File: config.mk
export PLATFORM = sky130hd
export DESIGN_NAME = periodic_timer_table_top
export DESIGN_NICKNAME = d
export VERILOG_FILES = /design/src/rtl/ptt_pkg.sv /design/src/rtl/periodic_timer_table_top.sv /design/src/rtl/ptt_mod.sv
export SDC_FILE = /design/constraint.sdc
export NUM_CORES = 2
export LEC_CHECK = 0
export ABC_AREA = 1
export BUFFER_PORTS_ARGS = -buffer_cell sky130_fd_sc_hd__buf_2
export CORE_MARGIN = 10
export CORE_UTILIZATION = 60
export DETAILED_ROUTE_END_ITERATION = 6
export GPL_TIMING_DRIVEN = 1
export PLACE_DENSITY = 0.75
export SLEW_MARGIN = 20
export SYNTH_ARGS = -nofsm -noshare
export SYNTH_HDL_FRONTEND = slang
export SYNTH_HIERARCHICAL = 1
export SYNTH_SLANG_ARGS = --single-unit
File: constraint.sdc
create_clock -name clk -period 10.49 [get_ports clk]
set_input_delay 2.098 -clock clk [delete_from_list [all_inputs] [get_ports clk]]
set_output_delay 2.098 -clock clk [all_outputs]
set_load 0.02 [all_outputs]
File: src/rtl/ptt_pkg.sv
// Package for the periodic timer table: command and status codes, types.
package ptt_pkg;

    localparam int DefaultEntries = 16;
    localparam int KeyW    = 24;
    localparam int PeriodW = 32;
    localparam int CountW  = 64;
    localparam int MaxEvents = 16;

    typedef enum logic [2:0] {
        CMD_TICK    = 3'd0,
        CMD_CREATE  = 3'd1,
        CMD_DESTROY = 3'd2,
        CMD_START   = 3'd3,
        CMD_STOP    = 3'd4,
        CMD_RESUME  = 3'd5
    } cmd_t;

    typedef enum logic [2:0] {
        ST_OK        = 3'd0,
        ST_DUP       = 3'd1,
        ST_FULL      = 3'd2,
        ST_NOTFOUND  = 3'd3,
        ST_BADPERIOD = 3'd4
    } status_t;

    typedef enum logic [0:0] {
        REG_ENABLE        = 1'b0,
        REG_REPORT_ENABLE = 1'b1
    } reg_idx_t;

    typedef enum logic [3:0] {
        S_IDLE,
        S_SCAN,
        S_DECIDE,
        S_TICK_RD,
        S_TICK_MOD,
        S_TICK_WAIT,
        S_TICK_CHK,
        S_START_MOD,
        S_START_WAIT,
        S_RESULT,
        S_OUT
    } state_t;

    // request to / answer from the shared modulo unit
    typedef struct packed {
        logic                start;
        logic [CountW-1:0]   dividend;
        logic [PeriodW-1:0]  divisor;
    } mod_req_t;

    typedef struct packed {
        logic                busy;
        logic                done;
        logic [PeriodW-1:0]  remainder;
    } mod_rsp_t;

endpackage

File: src/rtl/periodic_timer_table_top.sv
// Top level of the periodic timer table: sequencer, entry store, output register.
//
//  channel  | dir | handshake        | payload
//  s_axis   | in  | tvalid/tready    | tdata: command, owner_handle, timer_label,
//           |     |                  |        period_ticks, repeat_mode
//  m_axis   | out | tvalid/tready    | tdata: event_handle, event_label, status;
//           |     |                  | tuser: fired; tlast: last
//  cfg      | in  | cfg_we           | cfg_index, cfg_data
//
// Commands other than tick raise the result after slot scan, decide and result; a
// start with a zero period skips the scan, and a start that finds its entry also
// takes the serial 64-by-32 remainder of the tick count.
// A tick, when enabled and with any slot valid, walks every slot (fetch, launch,
// remainder on the single shared unit, check); a stalled output holds the walk.
// Input is not ready until the last result is taken.
// Reset clears flags, tick count and config registers; no memory clearing pass.
module periodic_timer_table_top
    import ptt_pkg::*;
#(
    parameter int TABLE_ENTRIES = DefaultEntries
)
(
    input  logic        clk,
    input  logic        rst_n,
    input  logic        s_axis_tvalid,
    output logic        s_axis_tready,
    // [2:0] command, [18:3] owner_handle, [26:19] timer_label,
    // [58:27] period_ticks, [59] repeat_mode, [63:60] zero
    input  logic [63:0] s_axis_tdata,
    output logic        m_axis_tvalid,
    input  logic        m_axis_tready,
    // [15:0] event_handle, [23:16] event_label, [26:24] status, [31:27] zero
    output logic [31:0] m_axis_tdata,
    // [0] fired
    output logic        m_axis_tuser,
    output logic        m_axis_tlast,
    input  logic        cfg_we,
    input  logic        cfg_index,
    input  logic        cfg_data
);

    localparam int IdxW = (TABLE_ENTRIES > 1) ? $clog2(TABLE_ENTRIES) : 1;
    localparam int CntW = $clog2(TABLE_ENTRIES + 1);
    localparam int EvW  = $clog2(MaxEvents + 1);

    // entry store
    logic [KeyW-1:0]    key_mem    [TABLE_ENTRIES];
    logic [PeriodW-1:0] period_mem [TABLE_ENTRIES];
    logic [PeriodW-1:0] phase_mem  [TABLE_ENTRIES];
    logic [TABLE_ENTRIES-1:0] valid_reg, run_reg, rpt_reg;

    logic enable_reg, report_reg;
    logic [CountW-1:0] tick_reg;

    state_t state_reg, state_next;

    // latched command
    logic [2:0]         cmd_reg;
    logic [KeyW-1:0]    key_reg;
    logic [PeriodW-1:0] per_reg;
    logic               rep_reg;

    // scan results
    logic [CntW-1:0] idx_reg;
    logic            hit_reg, free_reg;
    logic [IdxW-1:0] hit_idx_reg, free_idx_reg;
    logic [2:0]      status_reg;
    logic [EvW-1:0]  ev_cnt_reg;

    // fetched entry for tick walk
    logic [KeyW-1:0]    e_key_reg;
    logic [PeriodW-1:0] e_per_reg;
    logic [PeriodW-1:0] e_ph_reg;

    // pending event, reported once a later one or the end is known
    logic            pend_reg;
    logic [KeyW-1:0] pend_key_reg;

    // output register
    logic        ovalid_reg;
    logic [31:0] odata_reg;
    logic        ouser_reg, olast_reg;

    mod_req_t mreq;
    mod_rsp_t mrsp;

    ptt_mod u_mod (.clk(clk), .rst_n(rst_n), .req(mreq), .rsp(mrsp));

    logic [IdxW-1:0] cur;
    logic            last_slot;
    logic            scan_cmd;
    logic            fires;
    logic            out_free;

    assign cur       = idx_reg[IdxW-1:0];
    assign last_slot = (idx_reg == CntW'(TABLE_ENTRIES - 1));
    assign out_free  = !ovalid_reg || m_axis_tready;
    assign scan_cmd  = (cmd_reg == CMD_CREATE) || (cmd_reg == CMD_DESTROY) ||
                       (cmd_reg == CMD_START) || (cmd_reg == CMD_STOP) ||
                       (cmd_reg == CMD_RESUME);
    assign fires     = valid_reg[cur] && run_reg[cur] && (e_per_reg != '0) &&
                       (mrsp.remainder == e_ph_reg);

    assign s_axis_tready = (state_reg == S_IDLE) && !ovalid_reg;

    // next state
    always_comb
    begin
        state_next = state_reg;
        unique case (state_reg)
            S_IDLE:
                if (s_axis_tvalid && s_axis_tready)
                begin
                    if (s_axis_tdata[2:0] == CMD_TICK)
                        state_next = (enable_reg && (|valid_reg)) ? S_TICK_RD : S_IDLE;
                    else if (s_axis_tdata[2:0] == CMD_START && s_axis_tdata[58:27] == '0)
                        state_next = S_RESULT;
                    else
                        state_next = S_SCAN;
                end
            S_SCAN:
                if (last_slot)
                    state_next = S_DECIDE;
            S_DECIDE:
                state_next = (cmd_reg == CMD_START && hit_reg) ? S_START_MOD : S_RESULT;
            S_START_MOD:
                state_next = S_START_WAIT;
            S_START_WAIT:
                if (mrsp.done)
                    state_next = S_RESULT;
            S_RESULT:
                if (out_free)
                    state_next = S_IDLE;
            S_TICK_RD:
                state_next = S_TICK_MOD;
            S_TICK_MOD:
                state_next = S_TICK_WAIT;
            S_TICK_WAIT:
                if (mrsp.done)
                    state_next = S_TICK_CHK;
            S_TICK_CHK:
                if (out_free)
                    state_next = last_slot ? S_OUT : S_TICK_RD;
            S_OUT:
                if (out_free)
                    state_next = S_IDLE;
            default:
                state_next = S_IDLE;
        endcase
    end

    // modulo requests
    always_comb
    begin
        mreq.start    = (state_reg == S_START_MOD) || (state_reg == S_TICK_MOD);
        mreq.dividend = tick_reg;
        mreq.divisor  = (state_reg == S_START_MOD) ? per_reg : e_per_reg;
    end

    always_ff @(posedge clk or negedge rst_n)
    begin
        if (!rst_n)
            state_reg <= S_IDLE;
        else
            state_reg <= state_next;
    end

    // configuration
    always_ff @(posedge clk or negedge rst_n)
    begin
        if (!rst_n)
        begin
            enable_reg <= 1'b0;
            report_reg <= 1'b0;
        end
        else if (cfg_we)
        begin
            unique case (cfg_index)
                REG_ENABLE:        enable_reg <= cfg_data;
                REG_REPORT_ENABLE: report_reg <= cfg_data;
                default: ;
            endcase
        end
    end

    // control and flags
    always_ff @(posedge clk or negedge rst_n)
    begin
        if (!rst_n)
        begin
            valid_reg  <= '0;
            run_reg    <= '0;
            rpt_reg    <= '0;
            tick_reg   <= '0;
            idx_reg    <= '0;
            hit_reg    <= 1'b0;
            free_reg   <= 1'b0;
            pend_reg   <= 1'b0;
            ev_cnt_reg <= '0;
            ovalid_reg <= 1'b0;
        end
        else
        begin
            if (ovalid_reg && m_axis_tready)
                ovalid_reg <= 1'b0;
            case (state_reg)
                S_IDLE:
                begin
                    idx_reg    <= '0;
                    hit_reg    <= 1'b0;
                    free_reg   <= 1'b0;
                    pend_reg   <= 1'b0;
                    ev_cnt_reg <= '0;
                    if (s_axis_tvalid && s_axis_tready &&
                        s_axis_tdata[2:0] == CMD_TICK && enable_reg && (|valid_reg))
                        tick_reg <= tick_reg + 1'b1;
                end
                S_SCAN:
                begin
                    if (valid_reg[cur] && key_mem[cur] == key_reg && !hit_reg)
                        hit_reg <= 1'b1;
                    if (!valid_reg[cur] && !free_reg)
                        free_reg <= 1'b1;
                    idx_reg <= idx_reg + 1'b1;
                end
                S_DECIDE:
                begin
                    if (cmd_reg == CMD_CREATE && !hit_reg && free_reg)
                        valid_reg[free_idx_reg] <= 1'b1;
                    if (cmd_reg == CMD_CREATE && !hit_reg && free_reg)
                        run_reg[free_idx_reg] <= 1'b0;
                    if (hit_reg)
                    begin
                        case (cmd_reg)
                            CMD_DESTROY:
                            begin
                                valid_reg[hit_idx_reg] <= 1'b0;
                                run_reg[hit_idx_reg]   <= 1'b0;
                                rpt_reg[hit_idx_reg]   <= 1'b0;
                            end
                            CMD_START:
                            begin
                                run_reg[hit_idx_reg] <= 1'b1;
                                rpt_reg[hit_idx_reg] <= rep_reg;
                            end
                            CMD_STOP:   run_reg[hit_idx_reg] <= 1'b0;
                            CMD_RESUME: run_reg[hit_idx_reg] <= 1'b1;
                            default: ;
                        endcase
                    end
                end
                S_RESULT:
                    if (out_free)
                        ovalid_reg <= 1'b1;
                S_TICK_CHK:
                    if (out_free)
                    begin
                        idx_reg <= idx_reg + 1'b1;
                        if (fires)
                        begin
                            if (!rpt_reg[cur])
                                run_reg[cur] <= 1'b0;
                            if (report_reg && ev_cnt_reg != EvW'(MaxEvents))
                            begin
                                ev_cnt_reg <= ev_cnt_reg + 1'b1;
                                pend_reg   <= 1'b1;
                                if (pend_reg)
                                    ovalid_reg <= 1'b1;
                            end
                        end
                    end
                S_OUT:
                    if (out_free)
                    begin
                        if (pend_reg)
                            ovalid_reg <= 1'b1;
                        pend_reg <= 1'b0;
                    end
                default: ;
            endcase
        end
    end

    // payload and store
    always_ff @(posedge clk)
    begin
        case (state_reg)
            S_IDLE:
                if (s_axis_tvalid && s_axis_tready)
                begin
                    cmd_reg    <= s_axis_tdata[2:0];
                    key_reg    <= {s_axis_tdata[18:3], s_axis_tdata[26:19]};
                    per_reg    <= s_axis_tdata[58:27];
                    rep_reg    <= s_axis_tdata[59];
                    status_reg <= (s_axis_tdata[2:0] == CMD_START &&
                                   s_axis_tdata[58:27] == '0) ? ST_BADPERIOD : ST_OK;
                end
            S_SCAN:
            begin
                if (valid_reg[cur] && key_mem[cur] == key_reg && !hit_reg)
                    hit_idx_reg <= cur;
                if (!valid_reg[cur] && !free_reg)
                    free_idx_reg <= cur;
            end
            S_DECIDE:
            begin
                if (cmd_reg == CMD_CREATE)
                begin
                    if (hit_reg)
                        status_reg <= ST_DUP;
                    else if (!free_reg)
                        status_reg <= ST_FULL;
                    else
                        key_mem[free_idx_reg] <= key_reg;
                end
                else if (scan_cmd && !hit_reg)
                    status_reg <= ST_NOTFOUND;
                if (cmd_reg == CMD_START && hit_reg)
                    period_mem[hit_idx_reg] <= per_reg;
            end
            S_START_WAIT:
                if (mrsp.done)
                    phase_mem[hit_idx_reg] <= mrsp.remainder;
            S_RESULT:
                if (out_free)
                begin
                    odata_reg <= {5'd0, status_reg, 24'd0};
                    ouser_reg <= 1'b0;
                    olast_reg <= 1'b1;
                end
            S_TICK_RD:
            begin
                e_key_reg <= key_mem[cur];
                e_per_reg <= valid_reg[cur] ? period_mem[cur] : '0;
                e_ph_reg  <= phase_mem[cur];
            end
            S_TICK_CHK:
                if (out_free && fires && report_reg && ev_cnt_reg != EvW'(MaxEvents))
                begin
                    pend_key_reg <= e_key_reg;
                    odata_reg    <= {5'd0, ST_OK, pend_key_reg[7:0], pend_key_reg[23:8]};
                    ouser_reg    <= 1'b1;
                    olast_reg    <= 1'b0;
                end
            S_OUT:
                if (out_free)
                begin
                    odata_reg <= {5'd0, ST_OK, pend_key_reg[7:0], pend_key_reg[23:8]};
                    ouser_reg <= 1'b1;
                    olast_reg <= 1'b1;
                end
            default: ;
        endcase
    end

    assign m_axis_tvalid = ovalid_reg;
    assign m_axis_tdata  = odata_reg;
    assign m_axis_tuser  = ouser_reg;
    assign m_axis_tlast  = olast_reg;

    // no input taken while a result still waits
    assert property (@(posedge clk) disable iff (!rst_n)
        ovalid_reg |-> !s_axis_tready)
        else $error("input ready with pending output");
    // command result always closes its group
    assert property (@(posedge clk) disable iff (!rst_n)
        ovalid_reg && !ouser_reg |-> olast_reg)
        else $error("command result without last");
    // event count never exceeds the report limit
    assert property (@(posedge clk) disable iff (!rst_n)
        ev_cnt_reg <= EvW'(MaxEvents))
        else $error("event count overflow");
    // remainder unit only busy in wait states
    assert property (@(posedge clk) disable iff (!rst_n)
        mrsp.busy |-> (state_reg == S_TICK_WAIT || state_reg == S_START_WAIT))
        else $error("modulo unit busy out of sequence");

endmodule

File: src/rtl/ptt_mod.sv
// Bit-serial 64-by-32 remainder unit, one dividend bit per cycle.
module ptt_mod
    import ptt_pkg::*;
(
    input  logic     clk,
    input  logic     rst_n,
    input  mod_req_t req,
    output mod_rsp_t rsp
);

    localparam int CntW = $clog2(CountW + 1);

    logic [CountW-1:0]  dvd_reg;
    logic [PeriodW-1:0] dvs_reg;
    logic [PeriodW:0]   rem_reg;
    logic [CntW-1:0]    cnt_reg;
    logic               busy_reg;
    logic               done_reg;

    logic [PeriodW+1:0] shifted;
    logic [PeriodW+1:0] diff;

    // shift in next dividend bit, conditional subtract
    assign shifted = {rem_reg, dvd_reg[CountW-1]};
    assign diff    = shifted - {2'b00, dvs_reg};

    always_ff @(posedge clk or negedge rst_n)
    begin
        if (!rst_n)
        begin
            busy_reg <= 1'b0;
            done_reg <= 1'b0;
            cnt_reg  <= '0;
        end
        else
        begin
            done_reg <= 1'b0;
            if (req.start)
            begin
                busy_reg <= 1'b1;
                cnt_reg  <= CntW'(CountW);
            end
            else if (busy_reg)
            begin
                cnt_reg <= cnt_reg - 1'b1;
                if (cnt_reg == CntW'(1))
                begin
                    busy_reg <= 1'b0;
                    done_reg <= 1'b1;
                end
            end
        end
    end

    // datapath
    always_ff @(posedge clk)
    begin
        if (req.start)
        begin
            dvd_reg <= req.dividend;
            dvs_reg <= req.divisor;
            rem_reg <= '0;
        end
        else if (busy_reg)
        begin
            dvd_reg <= {dvd_reg[CountW-2:0], 1'b0};
            if (!diff[PeriodW+1])
                rem_reg <= diff[PeriodW:0];
            else
                rem_reg <= shifted[PeriodW:0];
        end
    end

    assign rsp.busy      = busy_reg;
    assign rsp.done      = done_reg;
    assign rsp.remainder = rem_reg[PeriodW-1:0];

    // a finished remainder is below the divisor
    assert property (@(posedge clk) disable iff (!rst_n)
        done_reg && dvs_reg != '0 |-> rem_reg < {1'b0, dvs_reg})
        else $error("remainder not reduced");
    assert property (@(posedge clk) disable iff (!rst_n)
        done_reg |-> !busy_reg)
        else $error("done while busy");
    assert property (@(posedge clk) disable iff (!rst_n)
        req.start |=> busy_reg)
        else $error("start did not launch");

endmodule
==> results.sh <==
export IMPL_dieArea_um2=149900
export IMPL_gr_usage_all_layers_pct=26.61
export IMPL_timing_rr_start="idx_reg[0]$_DFFE_PN0P_"
export IMPL_p_leak_nw=33.39
export IMPL_end_kind="flip-flop"
export IMPL_hold_depth=0
export IMPL_crit_required_ps=10950
export IMPL_ys_warn_count=6
export IMPL_vias=54792
export IMPL_path_delay_family="buffers and inverters"
export IMPL_final_antenna_net_count=0
export IMPL_cts_hold_buffers_added=0
export IMPL_crit_chain="buf_4 > buf_4 > buf_4 > nand2_1 > nand2_1 > nand2_1 > nand2_1 > nand2_1 > nand4_1 > nand2_1 > nand2_1 > nor3b_1 > nand3b_1 > nor2_1"
export IMPL_min_to="pend_key_reg[19]$_DFFE_PP_"
export IMPL_fin_crit_sh_pct=52.02
export IMPL_cts_buffers=186
export IMPL_setup_tns_ps=0
export IMPL_htreeDepth=4
export IMPL_syn_area_um2=80900
export IMPL_grt_pass1_vias=51887
export IMPL_ios=107
export IMPL_cts_buffer_depth=3
export IMPL_timing_rr_end="hit_idx_reg[3]$_DFFE_PP_"
export IMPL_cp_slowest_cell="buf_4"
export IMPL_drive_above_1_share_pct=8.307
export IMPL_area_delta_synth_final_pct=9.823
export IMPL_max_cap_viol_count=0
export IMPL_core_area_um2=133600
export IMPL_tightest_slew_ps=1227
export IMPL_cts_tree="done"
export IMPL_drtPass1Iterations=6
export IMPL_drt_initial_drc_count=6654
export IMPL_port_buffers=97
export IMPL_critPathArrivalTime_ps=5920
export IMPL_antenna_found_initial=6
export IMPL_grt_pass1_wl_mm=309.5
export IMPL_finalHoldViolCount=0
export IMPL_vias_per_cell=5.909
export IMPL_clk_pin_slew_worst_paths_ps=60
export IMPL_fin_nets=7466
export IMPL_synth_area_per_cell_um2=11.04
export IMPL_rsz0062_at_grt="false"
export IMPL_cts_sinks=1890
export IMPL_hp_class="flip-flop to flip-flop"
export IMPL_cpPeakStageDelay_ps=910
export IMPL_maxSlewViolCount=0
export IMPL_clock_skew_ps=43.97
export IMPL_gr_total_overflow=0
export IMPL_die_y_um=387.2
export IMPL_max_freq_ghz=0.1832
export IMPL_drt_wl_total_mm=205.0
export IMPL_top_regs="period_mem x512, phase_mem x512, key_mem x384"
export IMPL_row_count=134
export IMPL_grt_max_degree=200
export IMPL_outcome="complete, no violations"
export IMPL_cts_root_buf="clkbuf_16"
export IMPL_grt_util_met2_pct=42.62
export IMPL_powerDensity_nw_per_um2=258.3
export IMPL_drc=0
export IMPL_worstSetupPathType="flip-flop to flip-flop"
export IMPL_power_mw=22.95
export IMPL_critPathMaxFanout=109
export IMPL_finalSetupViolCount=0
export IMPL_floorplan_initialDensity_pct=60.54
export IMPL_crit_top_cell="nand2_1"
export IMPL_gp_congestion=0.9233
export IMPL_syn_inst=7331
export IMPL_reg2reg_depth=14
export IMPL_ir_drop_mv=0.2373
export IMPL_worstHoldStart="e_key_reg[19]$_DFFE_PP_"
export IMPL_cts_setup_buffers=0
export IMPL_min_period_ps=5457
export IMPL_dp_hpwl_mm=113.5
export IMPL_worst_r2r_setup_slack_ps=5030
export IMPL_fp_dieW_um=387.2
export IMPL_wl_per_cell_um=22.11
export IMPL_grt_busiest_layer="met2"
export IMPL_relSlewSlack_pct=18.22
export IMPL_use_met3_pct=4.812
export IMPL_cts_resized_gates=0
export IMPL_cp_start_kind="flip-flop"
export IMPL_met1_usage_pct=36.59
export IMPL_crit_buf_inv=3
export IMPL_clk_latency_ps=830
## worst max path at each step
stage	depth (start not counted)	slack, ps	to	startpoint
5_1_grt	14	4830	hit_idx_reg[1]$_DFFE_PP_	idx_reg[0]$_DFFE_PN0P_
6_report	14	5030	hit_idx_reg[3]$_DFFE_PP_	idx_reg[0]$_DFFE_PN0P_
2_1_floorplan	5	5560	state_reg[2]$_DFFE_PN0P_	state_reg[3]$_DFFE_PN0P_
3_5_place_dp	14	5240	hit_idx_reg[2]$_DFFE_PP_	idx_reg[0]$_DFFE_PN0P_
3_3_place_gp	14	5260	hit_idx_reg[2]$_DFFE_PP_	idx_reg[0]$_DFFE_PN0P_
4_1_cts	14	5190	hit_idx_reg[3]$_DFFE_PP_	idx_reg[0]$_DFFE_PN0P_
## stage by stage
stage	instance area (um^2)	std cells	hold slack (ps)	setup WS (ps)	util [%]
5_1_grt	88840	9269	421.1	4829	66.48
3_3_place_gp	83000	8931	406.9	5260	62.11
3_5_place_dp	83020	8932	404.5	5237	62.13
6_report	88840	9272	416.2	5033	66.49
2_1_floorplan	80910	7335	400.3	5561	-
4_1_cts	88820	9268	416.9	5190	66.47
## area by class of cell
cell class / count / area, um^2
clock inverters: 94 / 813.3
clock buffers: 242 / 4989
fillers: 9662 / 44780
flip-flops and latches: 1890 / 55730
well taps: 1768 / 2212
inverters: 605 / 2298
diodes: 4 / 10.01
repair buffers: 208 / 1383
multi-input cells: 4461 / 21410
## placed cells by master, fill, tap and decap left out, types with 7 or more instances in the layout
cell type,count
edfxtp_1,1716
nand3_1,225
dfrtp_1,139
a2bb2oi_1,16
inv_1,591
nand2_1,1686
nor2_2,16
clkinv_1,39
nand3b_1,8
nand4_1,81
or2_2,10
buf_2,96
clkbuf_16,189
o21ai_1,46
and2_1,7
o21bai_1,12
nor2_4,49
dfxtp_1,33
nor3_1,43
nor3_2,9
xnor2_1,62
ha_1,42
a32oi_1,11
nor2_1,946
clkinvlp_4,8
nor4_1,24
a41oi_1,32
bufinv_16,8
a21oi_1,57
buf_4,105
clkinv_2,26
inv_2,10
clkbuf_1,47
mux2_2,33
o21ai_0,653
mux2i_1,16
xor2_1,44
o22ai_1,259
nand2_2,12
## where the power goes
group	switching (mW)	total, mW	leakage (nW)	internal [mW]
registers	0.519	9.86	17.8	9.34
logic	4.83	6.73	12.8	1.90
clock network	2.80	6.36	2.81	3.56
total	8.15	23.0	33.4	14.8
## worst register-to-register path, stage by stage (launching register included)
cell	delay [ps]
dfrtp_4	760
buf_4	690
buf_4	790
buf_4	990
nand2_1	230
nand2_1	110
nand2_1	50
nand2_1	100
nand2_1	90
nand4_1	250
nand2_1	80
nand2_1	170
nor3b_1	220
nand3b_1	140
nor2_1	440
## routing by layer
layer	up-vias	share of wire (%)
met3	463	9.7
met4	0	3.4
li1	25206	-
met5	-	0
met1	26398	40
met2	2725	47
Power figures use the tool's default switching activity.
